--- config.mk ---
export PLATFORM = sky130hd
export DESIGN_NAME = joystick_axis_tracker_deadzone
export DESIGN_NICKNAME = d
export VERILOG_FILES = /design/src/design/jat_pkg.sv /design/src/design/jat_lane.sv /design/src/design/jat_merge.sv /design/src/design/joystick_axis_tracker_deadzone.sv
export SDC_FILE = /design/constraint.sdc
export NUM_CORES = 2
export LEC_CHECK = 0
export BUFFER_PORTS_ARGS = -buffer_cell sky130_fd_sc_hd__buf_2
export CAP_MARGIN = 20
export CORE_MARGIN = 1.5
export CORE_UTILIZATION = 45
export DETAILED_ROUTE_END_ITERATION = 10
export PLACE_DENSITY = 0.58
export REMOVE_ABC_BUFFERS = 1
export SYNTH_ARGS = -nofsm -noshare
export SYNTH_HDL_FRONTEND = slang
export SYNTH_HIERARCHICAL = 1
export SYNTH_SLANG_ARGS = --single-unit
--- constraint.sdc ---
create_clock -name aclk -period 13.3 [get_ports aclk]
set_clock_uncertainty 0.1 [all_clocks]
set_input_delay 2.66 -clock aclk [delete_from_list [all_inputs] [get_ports aclk]]
set_output_delay 2.66 -clock aclk [all_outputs]
set_load 0.02 [all_outputs]
--- src/design/jat_pkg.sv ---
package jat_pkg;

    // converter sample width
    localparam int SAMPLE_BITS = 12;

    // raw sample after midscale removal, one bit of headroom for negation
    localparam int RAW_W  = SAMPLE_BITS + 1;
    localparam int GAIN_W = 16;
    localparam int OFF_W  = 12;
    localparam int POS_W  = 8;
    localparam int Q_BITS = 12;
    // product of raw and gain plus the offset term, with a carry bit
    localparam int PROD_W = RAW_W + GAIN_W + 1;
    localparam int NUM_W  = PROD_W + 1;
    localparam int M_W    = NUM_W - Q_BITS;

    localparam logic [RAW_W-1:0] MIDSCALE = RAW_W'(1) << (SAMPLE_BITS - 1);
    localparam logic [NUM_W-1:0] Q_ROUND  = NUM_W'((1 << Q_BITS) - 1);
    localparam int STEP_SHIFT = 4;

    localparam logic signed [POS_W-1:0] POS_MAX = 8'sd127;
    localparam logic signed [POS_W-1:0] POS_MIN = -8'sd128;

    localparam int S_DATA_W = ((2 * SAMPLE_BITS + 7) / 8) * 8;
    localparam int M_DATA_W = 2 * POS_W;

    localparam int CFG_ADDR_W = 3;
    localparam int CFG_DATA_W = 16;

    typedef enum logic [CFG_ADDR_W-1:0] {
        CFG_AXIS_INVERT = 3'd0,
        CFG_OFFSET_X    = 3'd1,
        CFG_OFFSET_Y    = 3'd2,
        CFG_GAIN_POS_X  = 3'd3,
        CFG_GAIN_NEG_X  = 3'd4,
        CFG_GAIN_POS_Y  = 3'd5,
        CFG_GAIN_NEG_Y  = 3'd6,
        CFG_DZ_RADIUS   = 3'd7
    } cfg_idx_t;

    localparam logic [GAIN_W-1:0] GAIN_ONE = 16'd4096;

    // stage load strobes shared by the lanes and the merge stage
    typedef struct packed {
        logic load_a;
        logic load_b;
        logic load_c;
    } jat_ctrl_t;

endpackage

--- src/design/jat_lane.sv ---
module jat_lane (
    input  logic                                     aclk,
    input  logic                                     aresetn,
    input  jat_pkg::jat_ctrl_t                       ctrl,
    input  logic [jat_pkg::SAMPLE_BITS-1:0]          sample,
    input  logic                                     keep,
    input  logic signed [jat_pkg::OFF_W-1:0]         offset,
    input  logic [jat_pkg::GAIN_W-1:0]               gain_pos,
    input  logic [jat_pkg::GAIN_W-1:0]               gain_neg,
    output logic signed [jat_pkg::POS_W-1:0]         pos
);
    import jat_pkg::*;

    logic signed [RAW_W-1:0]    raw;
    logic signed [RAW_W-1:0]    v;
    logic [GAIN_W-1:0]          gsel;
    logic signed [PROD_W-1:0]   prod;
    logic signed [OFF_W:0]      off_s;
    logic signed [NUM_W-1:0]    off_term;
    logic signed [NUM_W-1:0]    num_next;
    logic signed [NUM_W-1:0]    num_reg;
    logic [NUM_W-1:0]           num_adj;
    logic signed [M_W-1:0]      m;
    logic signed [M_W-1:0]      pos_ext;
    logic signed [M_W-1:0]      hi_lim;
    logic signed [M_W-1:0]      lo_lim;
    logic signed [POS_W-1:0]    pos_reg;
    logic signed [POS_W-1:0]    pos_next;

    // stage a: centre, flip, gain and offset
    assign raw      = $signed(RAW_W'(sample) - MIDSCALE);
    assign v        = keep ? raw : -raw;
    assign gsel     = v[RAW_W-1] ? gain_neg : gain_pos;
    assign prod     = PROD_W'(v) * $signed(PROD_W'(gsel));
    assign off_s    = keep ? (OFF_W+1)'(offset) : -((OFF_W+1)'(offset));
    assign off_term = NUM_W'(off_s) <<< Q_BITS;
    assign num_next = NUM_W'(prod) + off_term;

    always_ff @(posedge aclk) begin
        if (ctrl.load_a) begin
            num_reg <= num_next;
        end
    end

    // stage b: truncate toward zero, then one step of tracking
    assign num_adj = num_reg[NUM_W-1] ? (num_reg + Q_ROUND) : num_reg;
    assign m       = $signed(num_adj[NUM_W-1:Q_BITS]);
    assign pos_ext = M_W'(pos_reg);
    assign hi_lim  = (pos_ext + M_W'(1)) <<< STEP_SHIFT;
    assign lo_lim  = (pos_ext - M_W'(1)) <<< STEP_SHIFT;

    always_comb begin
        pos_next = pos_reg;
        if (m > hi_lim) begin
            if (pos_reg != POS_MAX) begin
                pos_next = pos_reg + POS_W'(1);
            end
        end else if (m < lo_lim) begin
            if (pos_reg != POS_MIN) begin
                pos_next = pos_reg - POS_W'(1);
            end
        end
    end

    always_ff @(posedge aclk) begin
        if (!aresetn) begin
            pos_reg <= '0;
        end else if (ctrl.load_b) begin
            pos_reg <= pos_next;
        end
    end

    assign pos = pos_reg;

endmodule

--- src/design/jat_merge.sv ---
module jat_merge (
    input  logic                                  aclk,
    input  logic                                  aresetn,
    input  jat_pkg::jat_ctrl_t                    ctrl,
    input  logic                                  m_tready,
    input  logic signed [jat_pkg::POS_W-1:0]      pos_x,
    input  logic signed [jat_pkg::POS_W-1:0]      pos_y,
    input  logic [7:0]                            radius,
    output logic                                  m_tvalid,
    output logic [jat_pkg::M_DATA_W-1:0]          m_tdata
);
    import jat_pkg::*;

    logic signed [2*POS_W-1:0]  x2;
    logic signed [2*POS_W-1:0]  y2;
    logic [15:0]                sq_sum;
    logic [15:0]                r2;
    logic                       in_zone;
    logic                       out_valid_reg;
    logic [M_DATA_W-1:0]        out_data_reg;

    assign x2      = (2*POS_W)'(pos_x) * (2*POS_W)'(pos_x);
    assign y2      = (2*POS_W)'(pos_y) * (2*POS_W)'(pos_y);
    // both squares are at most 2^14, so their sum fits 16 bits
    assign sq_sum  = 16'(x2[2*POS_W-2:0]) + 16'(y2[2*POS_W-2:0]);
    assign r2      = 16'(radius) * 16'(radius);
    assign in_zone = sq_sum < r2;

    always_ff @(posedge aclk) begin
        if (!aresetn) begin
            out_valid_reg <= 1'b0;
        end else if (ctrl.load_c) begin
            out_valid_reg <= 1'b1;
        end else if (m_tready) begin
            out_valid_reg <= 1'b0;
        end
    end

    always_ff @(posedge aclk) begin
        if (ctrl.load_c) begin
            out_data_reg <= in_zone ? '0 : {pos_y, pos_x};
        end
    end

    assign m_tvalid = out_valid_reg;
    assign m_tdata  = out_data_reg;

endmodule

--- src/design/joystick_axis_tracker_deadzone.sv ---
// joystick axis tracker with circular deadzone
//
// input channel (s_): one item carries one 12-bit converter sample per axis,
// x in the low bits of s_tdata and y above it. result channel (m_): one item
// per input item with the signed 8-bit x and y positions.
// each axis runs in its own lane: centre removal, optional sign flip, offset
// and split gain (Q4.12) in the first stage, then a one-count step of the
// stored position toward the measure in the second. a merge stage applies
// the circular deadzone and holds the output register.
// an accepted item moves through the stage a register, the stored position
// and the output register, which drives m_tvalid. throughput: one item per
// cycle unless the output stalls; the lane position update loop keeps pace.
// stalls: every stage loads when it or the next stage is empty or moving, so
// input is still taken while a result waits, until the pipeline is full.
// reset (aresetn low, synchronous) empties the pipeline, zeroes both stored
// positions and returns the registers to unity gain, zero offset, no flip
// and no deadzone. registers are written through cfg_we/cfg_addr/cfg_wdata;
// write them only while the block is idle; the block does not enforce this.
module joystick_axis_tracker_deadzone (
    input  logic                                 aclk,
    input  logic                                 aresetn,
    // sample_x, sample_y
    input  logic                                 s_tvalid,
    output logic                                 s_tready,
    input  logic [jat_pkg::S_DATA_W-1:0]         s_tdata,
    // pos_x, pos_y
    output logic                                 m_tvalid,
    input  logic                                 m_tready,
    output logic [jat_pkg::M_DATA_W-1:0]         m_tdata,
    // register write port
    input  logic                                 cfg_we,
    input  logic [jat_pkg::CFG_ADDR_W-1:0]       cfg_addr,
    input  logic [jat_pkg::CFG_DATA_W-1:0]       cfg_wdata
);
    import jat_pkg::*;

    // configuration registers
    logic [1:0]              axis_invert_reg;
    logic signed [OFF_W-1:0] offset_x_reg;
    logic signed [OFF_W-1:0] offset_y_reg;
    logic [GAIN_W-1:0]       gain_pos_x_reg;
    logic [GAIN_W-1:0]       gain_neg_x_reg;
    logic [GAIN_W-1:0]       gain_pos_y_reg;
    logic [GAIN_W-1:0]       gain_neg_y_reg;
    logic [7:0]              dz_radius_reg;

    // pipeline occupancy
    logic                    valid_a_reg;
    logic                    valid_b_reg;
    logic                    ready_a;
    logic                    ready_b;
    logic                    ready_c;
    jat_ctrl_t               ctrl;

    logic signed [POS_W-1:0] pos_x;
    logic signed [POS_W-1:0] pos_y;

    // register writes, index decoded by name
    always_ff @(posedge aclk) begin
        if (!aresetn) begin
            axis_invert_reg <= 2'b11;
            offset_x_reg    <= '0;
            offset_y_reg    <= '0;
            gain_pos_x_reg  <= GAIN_ONE;
            gain_neg_x_reg  <= GAIN_ONE;
            gain_pos_y_reg  <= GAIN_ONE;
            gain_neg_y_reg  <= GAIN_ONE;
            dz_radius_reg   <= '0;
        end else if (cfg_we) begin
            case (cfg_idx_t'(cfg_addr))
                CFG_AXIS_INVERT: axis_invert_reg <= cfg_wdata[1:0];
                CFG_OFFSET_X:    offset_x_reg    <= $signed(cfg_wdata[OFF_W-1:0]);
                CFG_OFFSET_Y:    offset_y_reg    <= $signed(cfg_wdata[OFF_W-1:0]);
                CFG_GAIN_POS_X:  gain_pos_x_reg  <= cfg_wdata[GAIN_W-1:0];
                CFG_GAIN_NEG_X:  gain_neg_x_reg  <= cfg_wdata[GAIN_W-1:0];
                CFG_GAIN_POS_Y:  gain_pos_y_reg  <= cfg_wdata[GAIN_W-1:0];
                CFG_GAIN_NEG_Y:  gain_neg_y_reg  <= cfg_wdata[GAIN_W-1:0];
                CFG_DZ_RADIUS:   dz_radius_reg   <= cfg_wdata[7:0];
                default: begin
                end
            endcase
        end
    end

    // ready ripples back from the output register
    assign ready_c  = !m_tvalid || m_tready;
    assign ready_b  = !valid_b_reg || ready_c;
    assign ready_a  = !valid_a_reg || ready_b;
    assign s_tready = ready_a;

    assign ctrl.load_a = s_tvalid && ready_a;
    assign ctrl.load_b = valid_a_reg && ready_b;
    assign ctrl.load_c = valid_b_reg && ready_c;

    always_ff @(posedge aclk) begin
        if (!aresetn) begin
            valid_a_reg <= 1'b0;
            valid_b_reg <= 1'b0;
        end else begin
            if (ctrl.load_a) begin
                valid_a_reg <= 1'b1;
            end else if (ctrl.load_b) begin
                valid_a_reg <= 1'b0;
            end
            if (ctrl.load_b) begin
                valid_b_reg <= 1'b1;
            end else if (ctrl.load_c) begin
                valid_b_reg <= 1'b0;
            end
        end
    end

    // x lane
    jat_lane u_lane_x (
        .aclk     (aclk),
        .aresetn  (aresetn),
        .ctrl     (ctrl),
        .sample   (s_tdata[SAMPLE_BITS-1:0]),
        .keep     (axis_invert_reg[0]),
        .offset   (offset_x_reg),
        .gain_pos (gain_pos_x_reg),
        .gain_neg (gain_neg_x_reg),
        .pos      (pos_x)
    );

    // y lane
    jat_lane u_lane_y (
        .aclk     (aclk),
        .aresetn  (aresetn),
        .ctrl     (ctrl),
        .sample   (s_tdata[2*SAMPLE_BITS-1:SAMPLE_BITS]),
        .keep     (axis_invert_reg[1]),
        .offset   (offset_y_reg),
        .gain_pos (gain_pos_y_reg),
        .gain_neg (gain_neg_y_reg),
        .pos      (pos_y)
    );

    // deadzone and output register
    jat_merge u_merge (
        .aclk     (aclk),
        .aresetn  (aresetn),
        .ctrl     (ctrl),
        .m_tready (m_tready),
        .pos_x    (pos_x),
        .pos_y    (pos_y),
        .radius   (dz_radius_reg),
        .m_tvalid (m_tvalid),
        .m_tdata  (m_tdata)
    );

endmodule

# Word level (Yosys, flattened, before mapping)
# Index checks and enable logic that the tools add are counted.
# word_totals
ff_bits,195
# classes
multipliers,5
eq_ne,13
add_sub_neg,19
mux,22
magnitude_cmp,5
n_reduce_logical,27
# ops
cell,count
8-bit two-way mux,8
30-bit by 25-bit adder with 31-bit output,2
31-bit by 12-bit adder with 31-bit output (second input constant),2
31-bit two-way mux,2
13-bit by 17-bit multiplier with 30-bit output,2
13-bit two-way mux,4
19-bit greater-than comparator,2
19-bit less-than comparator,2
16-bit two-way mux,2
8-bit != test (second input constant),4
8-bit by 8-bit multiplier with 15-bit output,2
12-bit negator with 13-bit output,2
13-bit negator,2
12-bit by 12-bit subtractor with 13-bit output (second input constant),2
8-bit by 2-bit adder with 9-bit output (second input constant),2
8-bit by 2-bit subtractor with 9-bit output (second input constant),2
15-bit by 15-bit adder with 16-bit output,1
8-bit by 2-bit adder with 8-bit output (second input constant),2
16-bit less-than comparator,1
8-bit by 8-bit multiplier with 16-bit output,1
2-bit AND reduction,8
8-bit by 2-bit subtractor with 8-bit output (second input constant),2
2-bit nonzero test,7
3-bit equality test (second input constant),4
other kinds (9),23

# Logic depth before layout (Yosys ltp)
# logic_depth
word_depth,6
ltp_mapped,34
mapped_depth_nobuf,30

# Cells and area by module
# The synthesis kept the hierarchy.
# by_module_without_submodules
mod,area_per_inst_um2,n_inst,seq_area_each_um2,cells_each
jat_lane (u_lane_x),10929.2,1,1091.0,1232
jat_lane (u_lane_y),10770.3,1,1091.0,1231
jat_merge,7025.5,1,500.5,800
joystick_axis_tracker_deadzone,3854.9,1,2001.9,361

# Least setup slack after synthesis
# OpenSTA, ideal clock, no wires.
# synth_path
path_type,in2reg
startpoint,in s_tdata[0] (netlist bit)
endpoint,reg u_lane_x.num_reg[30] (data pin)
arrival_ns,9.806
t_required_ns,12.940
setup_ns,0.260
n_path_buf,3
setup_slack_ns,3.134
path_stages,29
path_cell_list,clkbuf_1 > clkinv_1 > ha_1 > and3b_1 > a21oi_1 > mux2i_4 > inv_2 > buf_6 > buf_6 > mux2i_2 > nor2_1 > fa_1 > inv_1 > fa_1 > inv_1 > fa_1 > fa_1 > fa_1 > inv_1 > fa_1 > inv_1 > ha_1 > and4_1 > and2_1 > a31oi_1 > o211ai_1 > o311ai_1 > a31oi_1 > xnor2_1
# synth_between
elab_chain_len,6
# synth_lines
item,line_no,source
from (decl),joystick_axis_tracker_deadzone.sv:25,"input logic [jat_pkg::S_DATA_W-1:0] s_tdata,"
12-bit by 12-bit subtractor with 13-bit output *,jat_lane.sv:31,assign raw = $signed(RAW_W'(sample) - MIDSCALE);
13-bit negator,jat_lane.sv:32,assign v = keep ? raw : -raw;
13-bit two-way mux *,jat_lane.sv:32,
16-bit two-way mux,jat_lane.sv:33,assign gsel = v[RAW_W-1] ? gain_neg : gain_pos;
13-bit by 17-bit multiplier with 30-bit output *,jat_lane.sv:34,assign prod = PROD_W'(v) * $signed(PROD_W'(gsel));
30-bit by 25-bit adder with 31-bit output *,jat_lane.sv:37,assign num_next = NUM_W'(prod) + off_term;
via u_lane_x.num_next[30],jat_lane.sv:20,logic signed [NUM_W-1:0] num_next;
to (signal assigned),jat_lane.sv:41,num_reg <= num_next;
to (decl),jat_lane.sv:21,logic signed [NUM_W-1:0] num_reg;
# The timed path passes the listed nets; every way through them passes the cells marked *.
# A chain may end at the register's enable or synchronous reset.

# Worst setup path in the final report
# Same ends and word-level chain as after synthesis.

==> implementation parameters <==
Parameter                              Value

Logic synthesis
  Avg Synthesized Cell Area ... roughly 9 µm²
  Share of synthesized area occupied by flip-flops and latches ... between 10% and 20%
  Count of unique library cells instantiated by Yosys ... 100
  Post-synth design cell area ... around 33,000 µm²
  Async SR Flop Fraction ... 0%
  Number of synthesized register bits ... roughly 200
  Post-Syn Instances ... ~3,600
  Post-synth EDFFs ... slightly below 80
  Top FF cell, synth ... dfxtp_1
  Largest area contributor in the synthesized netlist ... fa_1
  Number of warning messages in the yosys log ... 6
  Area share of the leading cell type in the synthesized netlist ... 27.5%
  Ranking of synthesized cells by area ... fa_1 (28%), ha_1 (15%), inv_1 (7.3%)
  Library cell with the highest instance count after synthesis ... inv_1
  Top post-synthesis cells by count ... inv_1 (630), nand2_1 (516), fa_1 (448)

GRT
  Wire length of the first global-routing pass ... between 100,000 and 150,000 µm
  Total routing usage reported by global routing ... a little over a fifth
  Leftover overflow at the end of global routing ... 0
  Largest net degree at the start of global routing ... 81
  Number of global-route vias before repair ... about 24,000
  Initial antenna violation count ... 0

Route
  Drt wl/cell ... 16.8 µm
  Residual DRC ... 0
  Aggregate routed wire length ... roughly 78,000 µm
  Via count of the routed design ... about 24,000
  Detailed Routing Iterations Pass 1 ... 5
  Antenna Violating Nets Remaining ... 0
  Post-DR vias/cell ... between 5 and 6
  Number of violations reported at the end of detailed-routing iteration 0 ... about 1,400

Worst hold path
  Type of the most critical hold path ... reg -> reg
  Hold Path Cell Cnt ... 2
  Endpoint of the worst hold path ... gain_pos_x_reg[13]$_SDFFE_PN0P_
  Min-delay src ... gain_pos_x_reg[13]$_SDFFE_PN0P_

Flow run
  Max-cap violation count ... 0

Pwr
  Power density over cell area ... between 100 and 150 nW/µm²
  Sequential group share of total power ... 22.5%
  Max IR drop VDD ... between 0.00015 and 0.0002 V
  Part of the total power dissipated in combinational logic ... between 60% and 70%
  Clk network pwr share ... between 10% and 20%
  Switching portion of total power ... 47.0%
  Leakage power ... 17.8 nW
  Power spent charging and discharging nets ... between 1.5 and 2 mW
  Internal power ... 1.96 mW

Clock network
  Number of instances resized during post-cts repair ... 0
  TritonCTS sink count ... just under 200
  Clock latency of the later-clocked register in the worst-skew pair ... about 0.50 ns
  Number of buffers inserted during clock tree synthesis ... 17
  H-tree Lvls ... 4
  Clock slew at reported path FFs ... 0.08 ns
  Number of setup buffers added after CTS ... 0
  Clk root buf ... clkbuf_16
  TritonCTS clock tree ... built
  Hold buffers post-CTS ... 0
  Maximum clock path buffer count ... 2

Place
  Instance area after placement ... 33,800 µm²
  Final HPWL from detailed placement ... about 64,000 µm
  Final estimated routing congestion in global placement ... between 0.9 and 1
  Port bufs ... 65

Timing
  Maximum clock frequency ... slightly above 0.09 GHz
  Final max-slew violation count ... 0
  Worst Max-Slew Pin Slew ... 1.18 ns
  Final worst-path cycle share ... between 80% and 90%
  Fin. Hold Viols ... 0
  Final setup vio count ... 0
  Crit path time final ... 10.87 ns
  Setup repair after global routing missed its margin ... no
  Setup TNS ... 0 ns
  Worst slew margin relative to its limit ... around a fifth

Layout
  Final design instance area without fill ... ~34,000 µm²
  Share of cells above drive strength 1 ... approximately 5.7%
  Layout Nets ... around 4,500
  Synthesis-to-finish area growth ... 5.73%
  N_diodes ... 0

Floorplan
  Number of rows in the core area ... between 90 and 100
  Die Width ... 272 µm
  Height of the die ... 272 µm
  Area of the die ... between 70,000 and 80,000 µm²
  Ports ... 66
  Floorplan core area ... between 70,000 and 80,000 µm²
  Effective utilization at floorplan ... roughly 45%

Critical path
  Critical path class ... in -> reg
  Kind of start point of the critical path ... input port
  Worst endpoint data arrival time ... ~11 ns
  Reg2reg path depth ... 21
  Critical Path Sink Type ... register
  Minimum setup slack among reg-to-reg paths ... 4.91 ns
  Reg-to-reg endpoint ... u_lane_x/num_reg[30]$_DFFE_PP_
  Maximum fanout along the worst path ... 29
  Worst reg2reg startpoint ... axis_invert_reg[0]$_SDFFE_PN1P_
  Worst endpoint required time ... around 13 ns

Run status
  Status ... finished, final reports clean
-- per-stage QoR --
step | setup slack [ns] | power (mW) | util [%] | hold WS [ns] | std cells
2_1_floorplan | 3.06 | 2.59 | - | 0.332 | 3519
3_3_place_gp | 2.03 | 3.16 | 47.2 | 0.360 | 4569
3_5_place_dp | 1.95 | 3.17 | 47.3 | 0.363 | 4570
4_1_cts | 2.50 | 3.74 | 48.1 | 0.374 | 4602
5_1_grt | 1.92 | 4.10 | 48.1 | 0.382 | 4603
6_report | 2.43 | 3.71 | 48.1 | 0.370 | 4603
-- worst max path at each step --
stage | slack (ns) | end | startpoint | cells past startpoint
floorplan | 3.06 | u_lane_x/num_reg[30]$_DFFE_PP_ | s_tdata[3] | 24
global placement | 2.03 | u_lane_y/num_reg[30]$_DFFE_PP_ | s_tdata[12] | 29
detailed placement | 1.95 | u_lane_x/num_reg[30]$_DFFE_PP_ | s_tdata[0] | 25
CTS | 2.50 | u_lane_x/num_reg[30]$_DFFE_PP_ | s_tdata[0] | 25
global route | 1.92 | u_lane_x/num_reg[30]$_DFFE_PP_ | s_tdata[0] | 27
finish | 2.43 | u_lane_x/num_reg[30]$_DFFE_PP_ | s_tdata[0] | 25
-- cell families (layout without fill, tap and decap cells) --
logic type / after synthesis / after routing / synth area share, %
buffers and inverters: 739 / 768 / 8.94
AOI/OAI and AO/OA: 357 / 357 / 7.58
xor gates and xnor gates: 230 / 230 / 6.18
DFF: 195 / 195 / 14.4
and+or+nand+nor: 1108 / 1108 / 15.5
adders and majority gates: 828 / 828 / 42.1
muxes: 167 / 167 / 5.32
-- layout make-up --
class                           instances  area [µm²]
Multi-Input combinational cell       2690       25000
Fill cell                            6903       37200
Inverter                              634        2380
Sequential cell                       195        4680
Timing Repair Buffer                  102         606
Clock inverter                         14         154
Tap cell                              950        1190
Clock buffer                           18         450
-- worst max-delay path, stage by stage --
cell and delay, ns:
buf_2 0.25, clkinv_1 0.31, ha_1 0.35, and3b_1 0.23, a21oi_1 0.22, mux2i_4 0.25, inv_2 0.59, mux2_2 0.53
and2_1 0.22, fa_1 0.48, fa_1 0.55, fa_1 0.52, fa_1 0.52, fa_1 0.56, inv_1 0.06, fa_1 0.53
inv_1 0.04, ha_1 0.36, and4_1 0.26, and2_1 0.16, a31oi_1 0.23, o211ai_1 0.22, o311ai_1 0.54, a31oi_1 0.18
xnor2_1 0.15
-- layout by cell type (no fill, tap or decap), types with 13 or more instances in the layout --
cell	n
a21o_1	39
a21oi_1	120
a31oi_1	13
and2_1	80
and3_1	19
buf_2	64
buf_4	38
clkbuf_16	18
dfxtp_1	117
edfxtp_1	78
fa_1	448
ha_1	380
inv_1	630
mux2_2	24
mux2i_1	138
nand2_1	516
nand2b_1	32
nand3_1	42
nand4_1	17
nor2_1	266
nor2b_1	39
nor3_1	34
nor4_1	14
o21a_1	18
o21ai_0	37
o21ai_1	16
o21bai_1	25
xnor2_1	146
xor2_1	84
-- layer usage --
layer  wire length, µm  GRT usage, %  share of wire [%]
met1             39200          32.5                 51
met2             32300          32.2                 42
met4              1540          5.79                2.0
met5                 0             0                  0
met3              4410          3.06                5.7
-- power groups by stage --
stage / Combinational [mW] / Clock (mW) / Sequential [mW]
3_5_place_dp: 2.32 / 0 / 0.851
3_3_place_gp: 2.31 / 0 / 0.849
6_report: 2.33 / 0.546 / 0.836
2_1_floorplan: 1.75 / 0 / 0.843
5_1_grt: 2.67 / 0.585 / 0.853
4_1_cts: 2.34 / 0.565 / 0.837
Power figures use the tool's default switching activity.
